File: src/hdl/hkt_pkg.sv
// Shared types and constants for the pair key hash table.
`default_nettype none

package hkt_pkg;

   localparam logic [63:0] HASH_MASK    = 64'h0000_0000_7FFF_FFF8;
   localparam int          HASH_DROP    = 3;
   localparam int          FIRST_STRIDE = 7;
   localparam int          LOAD_NUM     = 5;
   localparam int          LOAD_DEN     = 4;

   localparam logic [3:0] SIZE_LOG2_MIN   = 4'd3;
   localparam logic [3:0] SIZE_LOG2_RESET = 4'd10;

   typedef enum logic [2:0] {
      ST_INSERTED  = 3'd0,
      ST_UPDATED   = 3'd1,
      ST_FOUND     = 3'd2,
      ST_NOT_FOUND = 3'd3,
      ST_FULL      = 3'd4
   } status_type;

   typedef enum logic [2:0] {
      FSM_CLEAR,
      FSM_IDLE,
      FSM_READ,
      FSM_CHECK,
      FSM_FINISH
   } fsm_type;

   typedef struct packed {
      logic       clear_step;
      logic       load;
      logic       step;
      logic       write_new;
      logic       write_value;
      logic       record;
      status_type code;
      logic       load_rsp;
   } cmd_type;

   typedef struct packed {
      logic clear_last;
      logic key_zero;
      logic req_lookup;
      logic is_lookup;
      logic hit;
      logic empty;
      logic probe_last;
      logic room;
      logic rsp_free;
   } stat_type;

endpackage

`default_nettype wire

File: src/hdl/hkt_ctrl.sv
// Controller state machine that sequences clearing, probing and response hand-off.
`default_nettype none

module hkt_ctrl
   import hkt_pkg::*;
(
   input  wire logic     clock,
   input  wire logic     reset,
   input  wire logic     req_valid,
   output logic          req_ready,
   input  wire stat_type stat,
   output cmd_type       cmd
);

   fsm_type state_ff;
   fsm_type state_in;
   logic    probe_done;

   assign probe_done = stat.hit || stat.empty || stat.probe_last;

   always_ff @(posedge clock) begin
      if (reset) begin
         state_ff <= FSM_CLEAR;
      end else begin
         state_ff <= state_in;
      end
   end

   always_comb begin
      state_in = state_ff;
      case (state_ff)
         FSM_CLEAR: begin
            if (stat.clear_last) begin
               state_in = FSM_IDLE;
            end
         end
         FSM_IDLE: begin
            if (req_valid) begin
               state_in = stat.key_zero ? FSM_FINISH : FSM_READ;
            end
         end
         FSM_READ: begin
            state_in = FSM_CHECK;
         end
         FSM_CHECK: begin
            state_in = probe_done ? FSM_FINISH : FSM_READ;
         end
         FSM_FINISH: begin
            if (stat.rsp_free) begin
               state_in = FSM_IDLE;
            end
         end
         default: begin
            state_in = FSM_CLEAR;
         end
      endcase
   end

   always_comb begin
      req_ready = 1'b0;
      cmd       = '0;
      cmd.code  = ST_NOT_FOUND;
      case (state_ff)
         FSM_CLEAR: begin
            cmd.clear_step = 1'b1;
         end
         FSM_IDLE: begin
            req_ready = 1'b1;
            cmd.load  = req_valid;
            if (req_valid && stat.key_zero) begin
               cmd.record = 1'b1;
               cmd.code   = stat.req_lookup ? ST_NOT_FOUND : ST_FULL;
            end
         end
         FSM_CHECK: begin
            cmd.step   = !probe_done;
            cmd.record = probe_done;
            if (stat.is_lookup) begin
               cmd.code = stat.hit ? ST_FOUND : ST_NOT_FOUND;
            end else if (stat.hit) begin
               cmd.code        = ST_UPDATED;
               cmd.write_value = 1'b1;
            end else if (stat.empty && stat.room) begin
               cmd.code      = ST_INSERTED;
               cmd.write_new = 1'b1;
            end else begin
               cmd.code = ST_FULL;
            end
         end
         FSM_FINISH: begin
            cmd.load_rsp = stat.rsp_free;
         end
         default: begin
            cmd.code = ST_NOT_FOUND;
         end
      endcase
   end

endmodule

`default_nettype wire

File: config.mk
export PLATFORM = sky130hd
export DESIGN_NAME = hkt_ctrl
export DESIGN_NICKNAME = d
export VERILOG_FILES = /design/src/hdl/hkt_pkg.sv /design/src/hdl/hkt_ctrl.sv
export SDC_FILE = /design/constraint.sdc
export NUM_CORES = 1
export LEC_CHECK = 0
export BUFFER_PORTS_ARGS = -buffer_cell sky130_fd_sc_hd__buf_2
export CORE_AREA = 2 2 39 41
export CTS_CLUSTER_DIAMETER = 80
export CTS_CLUSTER_SIZE = 40
export DETAILED_ROUTE_END_ITERATION = 7
export DIE_AREA = 0 0 41 43
export GPL_TIMING_DRIVEN = 0
export SYNTH_ARGS = -nofsm -noshare
export SYNTH_HDL_FRONTEND = slang
export SYNTH_SLANG_ARGS = --single-unit
File: constraint.sdc
create_clock -name clock -period 1.7 [get_ports clock]
set_input_delay 0 -clock clock [delete_from_list [all_inputs] [get_ports clock]]
set_output_delay 0 -clock clock [all_outputs]
set_load 0.01 [all_outputs]
### After elaboration in Yosys (flattened, before gate mapping)

Index checks and enable logic that the tools add are counted.

| storage, ports and cells | value |
|---|---|
| register bits after elaboration | 3 |
| input bits | 12 |
| output and inout port bits | 11 |
| word-level logic and storage cells | 38 |

| cells by class | value |
|---|---|
| equal/unequal tests | 7 |
| multiplexer cells | 23 |
| reductions and logical operators | 7 |

Operators with widths:

| kind | number |
|---|---|
| 3-bit two-way mux | 10 |
| 3-bit case mux with 5 select lines | 1 |
| 1-bit two-way mux | 8 |
| 3-bit by 2-bit == test with 1-bit output, second input constant | 2 |
| 2-bit inequality test, second input constant | 3 |
| 3-bit case mux with 2 select lines | 1 |
| 4-bit two-way mux | 1 |
| 3-bit by 1-bit == test with 1-bit output, second input constant | 1 |
| 3-bit == test, second input constant | 1 |
| 3-bit zero test | 1 |
| 3-bit AND reduction | 1 |
| 1-bit logical AND | 2 |
| 1-bit logical OR | 2 |
| 2-bit two-way mux | 1 |
| 1-bit case mux with 2 select lines | 1 |
| 1-bit zero test | 1 |

### Logic depth before layout (Yosys ltp)

Gate-level depths: netlist of the first run.

| depth | value |
|---|---|
| depth in word-level cells | 5 |
| depth in mapped cells | 4 |
| mapped depth without buffers | 3 |

### Least setup slack after synthesis of the first run

Ideal clock, no wire load.

| path | value |
|---|---|
| path kind | flip-flop to flip-flop |
| from | register state_ff[1] |
| to | register state_ff[0] |
| library setup time | 0.074 ns |
| data arrival time | 1.056 ns |
| required time | 1.626 ns |
| slack | 0.570 ns |
| stages on the path, launching flop included | 4 |
| path buffers | 1 |
| clock period less this slack | 1.130 ns |
| cell sequence | dfxtp_1 > buf_6 > or4b_1 > a31oi_1 |

| on the way | value |
|---|---|
| cells in the longest elaborated chain, start to end | 3 |
| elaborated cells between the ends (all ways) | 10 |
| those cells by class | 7 x eq/ne; 1 x mux; 2 x reduce/logical |

Ends and longest elaborated chain:

| item | RTL line | RTL |
|---|---|---|
| start: declaration | hkt_ctrl.sv:15 | `fsm_type state_ff;` |
| start signal: assignment | hkt_ctrl.sv:25 | `state_ff <= state_in;` |
| 3-bit == test, or another cell as far along | hkt_ctrl.sv:31 | `case (state_ff)` |
| 2-bit inequality test (no source line) | - |  |
| 3-bit AND reduction (no source line) | - |  |

Parallel ways exist; a longest one is shown, timed or not.
A chain may end at the register's enable or synchronous reset.

==> results.txt, run 1 <==
----------------------------------------------------
[Worst setup path]
  Reg-to-reg critical path startpoint ... state_ff[1]
  Flop2flop setup slack ... 0.52 ns
  Critical path start-end classification ... flip-flop to output pin
  CP endpoint kind ... output pin
  Worst path required time ... 1.70 ns
  Startpoint type of the worst setup path ... flip-flop
  Worst EP arrival ... 1.41 ns
  Endpoint of the lowest-slack register-to-register path ... state_ff[0]
  Cell type of the slowest stage on the worst timing path ... sky130_fd_sc_hd__dfxtp_1
  Register-to-Register Path Depth ... 3
  Largest incremental delay on the critical path ... 0.45 ns
  Critical-path cell list ... and4bb_1 -> nand2_1 -> a2bb2oi_1 -> buf_2
  Critical-path maximum fanout ... 9

[Synth]
  Portion of the post-synthesis area used by sequential elements ... 0.212
  Top-count cell post-synth ... sky130_fd_sc_hd__nand2_1
  Syn avg cell area ... 7.64 sq um
  Number of distinct library cells after synthesis ... 21
  Async set-or-reset flop fraction in the synthesized netlist ... 0
  Post-synth top flop ... sky130_fd_sc_hd__dfxtp_1
  Main area contributors after synthesis ... sky130_fd_sc_hd__dfxtp_1 21%, sky130_fd_sc_hd__nor3_1 7.1%, sky130_fd_sc_hd__nand2_1 6.6%
  Cell taking the most area after synthesis ... sky130_fd_sc_hd__dfxtp_1
  Post-synth EDFFs ... 0
  Commonest cells in the netlist ... 5 x sky130_fd_sc_hd__nand2_1, 4 x sky130_fd_sc_hd__nor3_1, 3 x sky130_fd_sc_hd__dfxtp_1
  Area share of the leading cell type in the synthesized netlist ... 0.212
  Total number of yosys warnings ... 0
  Post-synthesis cell area ... 283 sq um
  Post-synthesis sequential element count ... 3
  Synthesized net count ... 50
  Post-Synthesis Cells ... 37

[STA]
  Worst rel slew slack ... 0.796
  Hold Violations, Final ... 0
  RSZ-0062 raised after global routing ... no
  Setup TNS Final ... 0 ns
  Final clock skew ... 0.00126 ns
  Setup-failing EPs final ... 0
  Peak clock frequency supported by timing ... 710 MHz
  Final slew viol count ... 0
  Worst Max-Slew Pin Slew ... 0.304 ns
  Period utilisation layout ... 0.829
  Minimum clock period after layout ... 1.41 ns

[Detailed routing]
  Routed via count ... 349
  Via-per-instance ratio ... 4.36
  Final wirelength ... 753 microns
  Remaining antenna violation count ... 0
  Post-detailed-route wirelength per cell ... 9.41 microns
  Drt pass-1 iters ... 4
  Number of violations reported at the end of detailed-routing iteration 0 ... 4
  Total DRC errors in the routed layout ... 0

[Min path]
  Hold path cells ... 3
  Class of the tightest hold or removal check ... primary input to flip-flop
  Hold endpoint ... state_ff[0]
  Hold_sp ... stat[0]

[Finish]
  Footprint of the flip-flops and latches ... 60.1 sq um
  Area of all placed cells without fillers ... 449 sq um
  Antenna Cells ... 0
  Fraction of final layout cells with drive strength greater than 1 ... 0.422
  Final core area utilization ... 0.325
  Register with the highest flop count ... state_ff
  Layout area overhead ... 58.8%
  Largest register FFs ... 3
  Count of fill cells added during filler insertion ... 149
  Largest registers ... state_ff (3)
  Final Net Count ... 78
  Footprint of the multi-input gates ... 199 sq um

[Place]
  Standard cell area after detailed placement ... 413 sq um
  Detail Placement HPWL ... 613 microns
  Port buffer count ... 22
  Routability Congestion ... 0.693

[CTS]
  Library cell used as clock root buffer ... sky130_fd_sc_hd__clkbuf_4
  Buffer depth of the longest clock path ... 2
  CTS tree ... done
  Clock transition at path regs ... 0.03 ns
  Clock insertion delay at the later pin of the skew report ... 0.23 ns
  Number of levels in the clock H-tree ... 1
  Post CTS Setup Buffer Count ... 0
  Number of buffers added by the clock tree synthesis step ... 3
  Number of cells upsized or downsized after cts ... 0
  Sinks on Clock Net ... 3

[Pwr]
  Power, Total ... 271 uW
  Worst VDD drop ... 201 uV
  Leakage power total ... 0.000236 uW
  Power density cells ... 603 nW/um^2

[Floorplan]
  Initial Utilization ... 0.204
  Top-level port count ... 23
  Die Width ... 41 microns
  Floorplan die height ... 43 microns
  Area of the core ... 1380 sq um
  Row count ... 14
  Die outline area ... 1760 sq um

[Global routing]
  Antenna violations before repair ... 0
  Via count of the first global-routing pass ... 301
  Pin count of the biggest net entering global routing ... 11
  Global-route wire length before repair ... 1150 microns
  Overall track demand over capacity in global routing ... 0.0953
  Total congestion overflow after global routing ... 0

[Run status]
  Status ... completed

[Job]
  Max-capacitance violation count ... 0

----------------------------------------------------
[where the power goes]
part           internal [uW]  total [uW]  switching [uW]
logic                   36.8        72.6            35.8
clock network           87.7         120            32.7
registers               75.2        77.8            2.61
[area by class of cell]
class / count / area share
plain buffers: 2 / 0.0362
clock buffers: 4 / 0.0585
inverters: 2 / 0.0167
multi-input cells: 30 / 0.443
flip-flops and latches: 3 / 0.134
well taps: 16 / 0.0446
repair buffers: 23 / 0.267
[worst max path at each step]
stage	startpoint	to	slack, ns	depth (start not counted)
floorplan	state_ff[1]	state_ff[0]	0.57	3
global placement	state_ff[1]	state_ff[0]	0.52	3
detailed placement	state_ff[2]	cmd[1]	0.51	4
CTS	state_ff[2]	cmd[1]	0.27	4
global route	state_ff[2]	cmd[2]	0.19	4
finish	state_ff[2]	cmd[1]	0.29	4
[critical path, delay by kind of cell, from the launching register on]
kind | cells | cell delay [ns]
compound gates | 1 | 0.16
simple gates | 2 | 0.42
buf+inv | 1 | 0.14
flops | 1 | 0.45
[placed cells by master, fill, tap and decap left out, drive strengths merged, types with 2 or more instances in the layout]
cell type	Yosys	layout
clkbuf	0	4
and3b	2	2
a2bb2oi	2	2
nand2	5	5
inv	2	2
and2	2	2
nor3	4	4
buf	2	24
dfxtp	3	3
nor3b	2	2
a31oi	2	2
nand2b	2	2
[cells by family (layout without fill, tap and decap cells)]
group | after synthesis | in the layout | share of synthesized area
AOI/OAI and AO/OA | 7 | 7 | 0.177
adders and majority gates | 1 | 1 | 0.0442
buffers and inverters | 4 | 31 | 0.0841
DFF | 3 | 3 | 0.212
and+or+nand+nor | 22 | 22 | 0.482
[through the flow]
step | hold WS [ns] | cells | worst slack, ns
floorplan | 0.0529 | 37 | 0.570
global placement | 0.200 | 75 | 0.523
detailed placement | 0.197 | 75 | 0.513
CTS | 0.0524 | 80 | 0.267
global route | 0.0942 | 80 | 0.189
finish | 0.0570 | 80 | 0.291
[what timing repair did]
item,in CTS,in global routing
hold buffers,1,0
setup endpoints to repair,0,0
endpoints found under the hold margin,3,0
[per-layer routing]
metal	global-route usage	wire length (microns)
met2	0.122	379
met5	0	0
met3	0.0314	27
met1	0.131	346
met4	0.0600	0
No activity file was read; power rests on OpenSTA's default activity.
==> run 2: changes to the inputs <==
clock period = 1.5 ns   (was 1.7 ns; I/O delays follow)
==> run 2 against run 1 <==
First-iteration DRC count did not move. Sequential share of layout area rose by 0.24 points. Critical path type unchanged. Via count did not move. Final cell count did not move. Highest routed layer unchanged. Non-clock buffer count did not move.
==> results.txt, run 2 (synthesis gave the netlist of run 1 again) <==
----------------------------------------------------
[Run status]
  Status ... completed

[Finish]
  Leading cell types in the layout, fill and taps excluded ... 23 x sky130_fd_sc_hd__buf_2, 5 x sky130_fd_sc_hd__nand2_1, 4 x sky130_fd_sc_hd__nor3_1, 3 x sky130_fd_sc_hd__clkbuf_4
  Antenna Cells ... 0 (unchanged)
  Footprint of the multi-input gates ... 199 sq um (unchanged)
  Fraction of final layout cells with drive strength greater than 1 ... 0.438 (+0.0156)
  Count of fill cells added during filler insertion ... 150 (+0.67%)
  Final core area utilization ... 0.325 (+0.000904)
  Register with the highest flop count ... state_ff
  Cell Count, Final, Fillers Out ... 80 (unchanged)
  Final Net Count ... 78 (unchanged)
  Largest register FFs ... 3 (unchanged)
  Footprint of the flip-flops and latches ... 61.3 sq um (+2.1%)
  Largest registers ... state_ff (3)
  Layout area overhead ... 59.3%
  Most common library cell in the layout ignoring fill and taps ... sky130_fd_sc_hd__buf_2

[Pwr]
  Combinational power share ... 0.268 (about the same)
  Worst VDD drop ... 228 uV (+13%)
  Share of total power consumed by net switching ... 0.262 (about the same)
  Power density cells ... 682 nW/um^2 (+13%)
  Internal cell power ... 227 uW (+13%)
  Switching pwr ... 80.5 uW (+13%)
  Power share of the sequential group ... 0.288 (about the same)
  Clock network power share ... 0.444 (about the same)
  Leakage power total ... 0.000237 uW (+0.20%)

[Floorplan]
  Area of the core ... 1380 sq um (unchanged)
  Top-level port count ... 23 (unchanged)
  Initial Utilization ... 0.204 (unchanged)
  Row count ... 14 (unchanged)
  Die Width ... 41 microns (unchanged)
  Floorplan die height ... 43 microns (unchanged)
  Die outline area ... 1760 sq um (unchanged)

[STA]
  RSZ-0062 raised after global routing ... no
  Final slew viol count ... 0 (unchanged)
  Slack of the critical path ... 0.153 ns (-0.138 ns)
  Hold Violations, Final ... 0 (unchanged)
  Worst Max-Slew Pin Slew ... 0.304 ns (unchanged)
  Setup-failing EPs final ... 0 (unchanged)
  Setup TNS Final ... 0 ns (unchanged)
  Period utilisation layout ... 0.898
  Worst hold slack ... 0.0570 ns (unchanged)
  Peak clock frequency supported by timing ... 742 MHz
  Minimum clock period after layout ... 1.35 ns
  Worst rel slew slack ... 0.796 (unchanged)
  Final clock skew ... 0.00126 ns (unchanged)

[Job]
  Max-capacitance violation count ... 0 (unchanged)

[Global routing]
  Overall track demand over capacity in global routing ... 0.0953 (unchanged)
  Pin count of the biggest net entering global routing ... 11 (unchanged)
  Global-route wire length before repair ... 1150 microns (unchanged)
  Met1 capacity usage during global routing ... 0.131 (unchanged)
  Met2 layer usage reported by global route ... 0.122 (unchanged)
  Global-route track usage on met3 ... 0.0314 (unchanged)
  Total congestion overflow after global routing ... 0 (unchanged)
  Via count of the first global-routing pass ... 301 (unchanged)
  Layer carrying the most global-route usage ... met1
  Antenna violations before repair ... 0 (unchanged)

[Detailed routing]
  Total DRC errors in the routed layout ... 0 (unchanged)
  Final wirelength ... 753 microns (unchanged)
  Routed via count ... 349 (unchanged)
  Post-detailed-route wirelength per cell ... 9.41 microns (unchanged)
  Number of violations reported at the end of detailed-routing iteration 0 ... 4 (unchanged)
  Via-per-instance ratio ... 4.36 (unchanged)
  Drt pass-1 iters ... 4 (unchanged)
  Remaining antenna violation count ... 0 (unchanged)

[Worst setup path]
  Cell type of the slowest stage on the worst timing path ... sky130_fd_sc_hd__dfxtp_1
  Critical path start-end classification ... flip-flop to output pin
  Critical-path cell list ... buf_2 -> and4bb_1 -> nand2_1 -> o2bb2ai_1 -> buf_2
  Critical-path maximum fanout ... 10 (+1)
  Worst path required time ... 1.50 ns (-0.20 ns)
  CP endpoint kind ... output pin
  Startpoint type of the worst setup path ... flip-flop
  Largest incremental delay on the critical path ... 0.29 ns (-0.16 ns)
  Worst EP arrival ... 1.35 ns (-0.06 ns)
  Cell mode on critical path ... sky130_fd_sc_hd__buf_2
  Cell family contributing the most delay on the critical path ... simple AND/OR/NAND/NOR gates
  Flop2flop setup slack ... 0.32 ns (-0.20 ns)
  Number of buffers and inverters on the critical path ... 2 (+1)

[CTS]
  Library cell used as clock root buffer ... sky130_fd_sc_hd__clkbuf_4
  Clock transition at path regs ... 0.03 ns (about the same)
  Number of buffers added by the clock tree synthesis step ... 3 (unchanged)
  CTS tree ... done
  Clock insertion delay at the later pin of the skew report ... 0.23 ns (about the same)
  Buffer depth of the longest clock path ... 2 (unchanged)
  Number of levels in the clock H-tree ... 1 (unchanged)
  Post CTS Setup Buffer Count ... 0 (unchanged)
  Sinks on Clock Net ... 3 (unchanged)

[Place]
  Cell count after placement ... 75 (unchanged)
  Port buffer count ... 22 (unchanged)
  Routability Congestion ... 0.693 (unchanged)
  Detail Placement HPWL ... 613 microns (unchanged)
  Setup slack at placement ... 0.313 ns (-0.200 ns)

[Min path]
  Class of the tightest hold or removal check ... primary input to flip-flop

----------------------------------------------------
==> run 2: worst reg2reg max path, delay by kind of cell, from the launching register on <==
family	cells	cell delay, ns
buffers and inverters	1	0.13
and+or+nand+nor	1	0.52
AOI/OAI and AO/OA	1	0.17
DFF	1	0.29
==> run 2: area by class of cell <==
| type | count | share of cell area |
|---|---|---|
| Tap cell | 16 | 0.0444 |
| Clock buffer | 4 | 0.0583 |
| Multi-Input combinational cell | 30 | 0.442 |
| Buffer | 2 | 0.0361 |
| Inverter | 2 | 0.0167 |
| Timing Repair Buffer | 23 | 0.267 |
| Sequential cell | 3 | 0.136 |
==> run 2: what timing repair did <==
action                                  in CTS  in global routing
gates resized for setup                      0                  1
hold buffers                                 1                  0
hold endpoints to repair                     3                  0
endpoints found under the setup margin       0                  1
==> run 2: stage by stage <==
stage / total power, uW / cell area, sq um
after floorplan: 134 / 283
after global placement: 169 / 413
after detailed placement: 170 / 413
after CTS: 314 / 449
after global routing: 333 / 450
final: 307 / 450
==> run 2: routing by layer <==
metal	share of wire	up-vias
li1	-	191
met1	0.46	151
met2	0.50	7
met3	0.036	0
met4	0	0
met5	0	-
==> run 2: final timing paths <==
check         startpoint           to  depth (start not counted)
min              stat[0]  state_ff[0]                          3
max reg2reg  state_ff[1]  state_ff[0]                          3
max          state_ff[0]       cmd[3]                          5
min reg2reg  state_ff[2]  state_ff[1]                          1
==> run 2: power groups by stage <==
stage                     registers (uW)  logic (uW)  clock network (uW)
after floorplan                     88.6        45.4                   0
after global placement              89.1        79.8                   0
after detailed placement            89.4        80.8                   0
after CTS                           88.2        83.1                 143
after global routing                89.0        91.0                 153
final                               88.4        82.3                 136
==> run 3: changes to the inputs <==
==> constraint.sdc (replaced) <==
create_clock -name clock -period 1.5 [get_ports clock]
set_input_delay 0.15 -clock clock [delete_from_list [all_inputs] [get_ports clock]]
set_output_delay 0.15 -clock clock [all_outputs]
set_load 0.01 [all_outputs]
==> run 3 against run 2 <==
Via count increased by 3.4%. Clock-buffer cell count unchanged. Clock skew about the same. Power increased by 3.1%. Non-clock buffer count increased by 2. Critical endpoint unchanged. Largest power group unchanged.
==> results.txt, run 3 (synthesis gave the netlist of run 1 again) <==
----------------------------------------------------
[Pwr]
  Share of total power consumed by net switching ... 0.263 (+0.000999)
  Leakage power total ... 0.000266 uW (+12%)
  Power density cells ... 656 nW/um^2 (-3.9%)
  Worst VDD drop ... 225 uV (-1.4%)
  Power share of the sequential group ... 0.281 (-0.007)
  Switching pwr ... 83.3 uW (+3.5%)
  Clock network power share ... 0.432 (-0.012)
  Combinational power share ... 0.287 (+0.019)
  Internal cell power ... 233 uW (+2.9%)

[STA]
  Final slew viol count ... 0 (unchanged)
  Worst Max-Slew Pin Slew ... 0.316 ns (+0.0120 ns)
  Worst hold slack ... 0.108 ns (+0.0512 ns)
  Period utilisation layout ... 0.962 (+0.0636)
  Worst rel slew slack ... 0.787 (-0.00809)
  Slack of the critical path ... 0.0573 ns (-0.0955 ns)
  Peak clock frequency supported by timing ... 693 MHz (-6.6%)
  Minimum clock period after layout ... 1.44 ns (+0.0955 ns)
  RSZ-0062 raised after global routing ... yes
  Setup-failing EPs final ... 0 (unchanged)
  Final clock skew ... 0.00155 ns (+0.000284 ns)
  Hold Violations, Final ... 0 (unchanged)

[Worst setup path]
  Critical-path maximum fanout ... 6 (-4)
  Startpoint type of the worst setup path ... flip-flop
  Worst path required time ... 1.35 ns (-0.15 ns)
  Critical-path cell list ... buf_6 -> and4bb_1 -> nand2_2 -> o2bb2ai_1 -> buf_2
  Cell type of the slowest stage on the worst timing path ... sky130_fd_sc_hd__dfxtp_1
  CP endpoint kind ... output pin
  Largest incremental delay on the critical path ... 0.30 ns (about the same)
  Critical path start-end classification ... flip-flop to output pin
  Worst EP arrival ... 1.29 ns (-0.06 ns)

[Global routing]
  Total congestion overflow after global routing ... 0 (unchanged)
  Antenna violations before repair ... 0 (unchanged)
  Global-route wire length before repair ... 1140 microns (-0.61%)
  Overall track demand over capacity in global routing ... 0.0943 (-0.00100)
  Via count of the first global-routing pass ... 295 (-2.0%)
  Pin count of the biggest net entering global routing ... 11 (unchanged)

[Finish]
  Footprint of the multi-input gates ... 208 sq um (+4.4%)
  Largest registers ... state_ff (3)
  Fraction of final layout cells with drive strength greater than 1 ... 0.485 (+0.0473)
  Antenna Cells ... 0 (unchanged)
  Final Net Count ... 80 (+2.6%)
  Register with the highest flop count ... state_ff
  Most common library cell in the layout ignoring fill and taps ... sky130_fd_sc_hd__buf_2
  Footprint of the flip-flops and latches ... 61.3 sq um (unchanged)
  Layout area overhead ... 70.8%
  Final core area utilization ... 0.349 (+0.0235)
  Leading cell types in the layout, fill and taps excluded ... 22 x sky130_fd_sc_hd__buf_2, 4 x sky130_fd_sc_hd__nand2_1, 4 x sky130_fd_sc_hd__nor3_1, 3 x sky130_fd_sc_hd__clkbuf_4
  Count of fill cells added during filler insertion ... 146 (-2.7%)
  Largest register FFs ... 3 (unchanged)

[CTS]
  Sinks on Clock Net ... 3 (unchanged)
  Library cell used as clock root buffer ... sky130_fd_sc_hd__clkbuf_4
  Number of buffers added by the clock tree synthesis step ... 3 (unchanged)
  Clock insertion delay at the later pin of the skew report ... 0.23 ns (about the same)
  CTS tree ... done
  Buffer depth of the longest clock path ... 2 (unchanged)
  Clock transition at path regs ... 0.03 ns (about the same)
  Post-CTS Hold Fix Bufs ... 0 (-1)
  Number of levels in the clock H-tree ... 1 (unchanged)

[Floorplan]
  Top-level port count ... 23 (unchanged)
  Row count ... 14 (unchanged)
  Die outline area ... 1760 sq um (unchanged)
  Initial Utilization ... 0.204 (unchanged)
  Floorplan die height ... 43 microns (unchanged)
  Area of the core ... 1380 sq um (unchanged)
  Die Width ... 41 microns (unchanged)

[Run status]
  Status ... completed

[Detailed routing]
  Drt pass-1 iters ... 4 (unchanged)
  Remaining antenna violation count ... 0 (unchanged)
  Number of violations reported at the end of detailed-routing iteration 0 ... 6 (+2)
  Final wirelength ... 804 microns (+6.8%)
  Routed via count ... 361 (+3.4%)
  Via-per-instance ratio ... 4.40 (+0.92%)
  Post-detailed-route wirelength per cell ... 9.80 microns (+4.2%)
  Total DRC errors in the routed layout ... 0 (unchanged)

[Place]
  Detail Placement HPWL ... 613 microns (unchanged)
  Setup slack at placement ... 0.163 ns (-0.150 ns)
  Port buffer count ... 22 (unchanged)
  Routability Congestion ... 0.693 (unchanged)

[Min path]
  Class of the tightest hold or removal check ... primary input to flip-flop

[Job]
  Max-capacitance violation count ... 0 (unchanged)

----------------------------------------------------
## run 3: layout make-up
type,instances,area share
buffer,2,0.0466
clock buffer,4,0.0544
inverter,2,0.0155
timing repair buffer,25,0.285
sequential,3,0.127
tap,16,0.0415
multi-input combinational,30,0.430
## run 3: path summary, 6_finish.rpt
| path | start | endpoint | slack [ns] | depth (start not counted) |
|---|---|---|---|---|
| setup / recovery | state_ff[1] | cmd[3] | 0.06 | 5 |
| hold / removal | reset | state_ff[2] | 0.11 | 2 |
| setup reg to reg | state_ff[1] | state_ff[0] | 0.14 | 4 |
| hold reg to reg | state_ff[2] | state_ff[1] | 0.50 | 1 |
## run 3: power groups by stage
stage	Combinational, uW	Sequential [uW]	Clock, uW
6_report	90.8	89.1	137
5_1_grt	100	89.7	153
3_5_place_dp	80.8	89.4	0
2_1_floorplan	45.4	88.6	0
3_3_place_gp	79.8	89.1	0
4_1_cts	81.8	88.4	143
## run 3: critical path: cells and delay by family (launching register included)
family,cells,cell delay (ns)
AOI/OAI and AO/OA,1,0.14
buffers and inverters,2,0.26
DFF,1,0.30
and+or+nand+nor,2,0.38
## run 3: what timing repair did
action	4_1_cts	5_1_grt
setup endpoints to repair	3	3
resized for setup	2	4
pin swaps	0	2
buffers inserted	0	3
cloned	0	0
## run 3: per-layer routing
layer	track usage	vias up	wire [microns]
met5	0	-	0
met4	0.0600	0	0
met3	0.0314	0	27
met2	0.119	7	409
met1	0.131	159	367
li1	-	195	-
## run 3: stage by stage
stage / instance area, sq um / setup TNS [ns] / std cells / power (uW)
after floorplan: 283 / 0 / 37 / 134
after global placement: 413 / 0 / 75 / 169
after detailed placement: 413 / 0 / 75 / 170
after CTS: 443 / 0 / 79 / 313
after global routing: 483 / -0.0135 / 82 / 343
final: 483 / 0 / 82 / 317
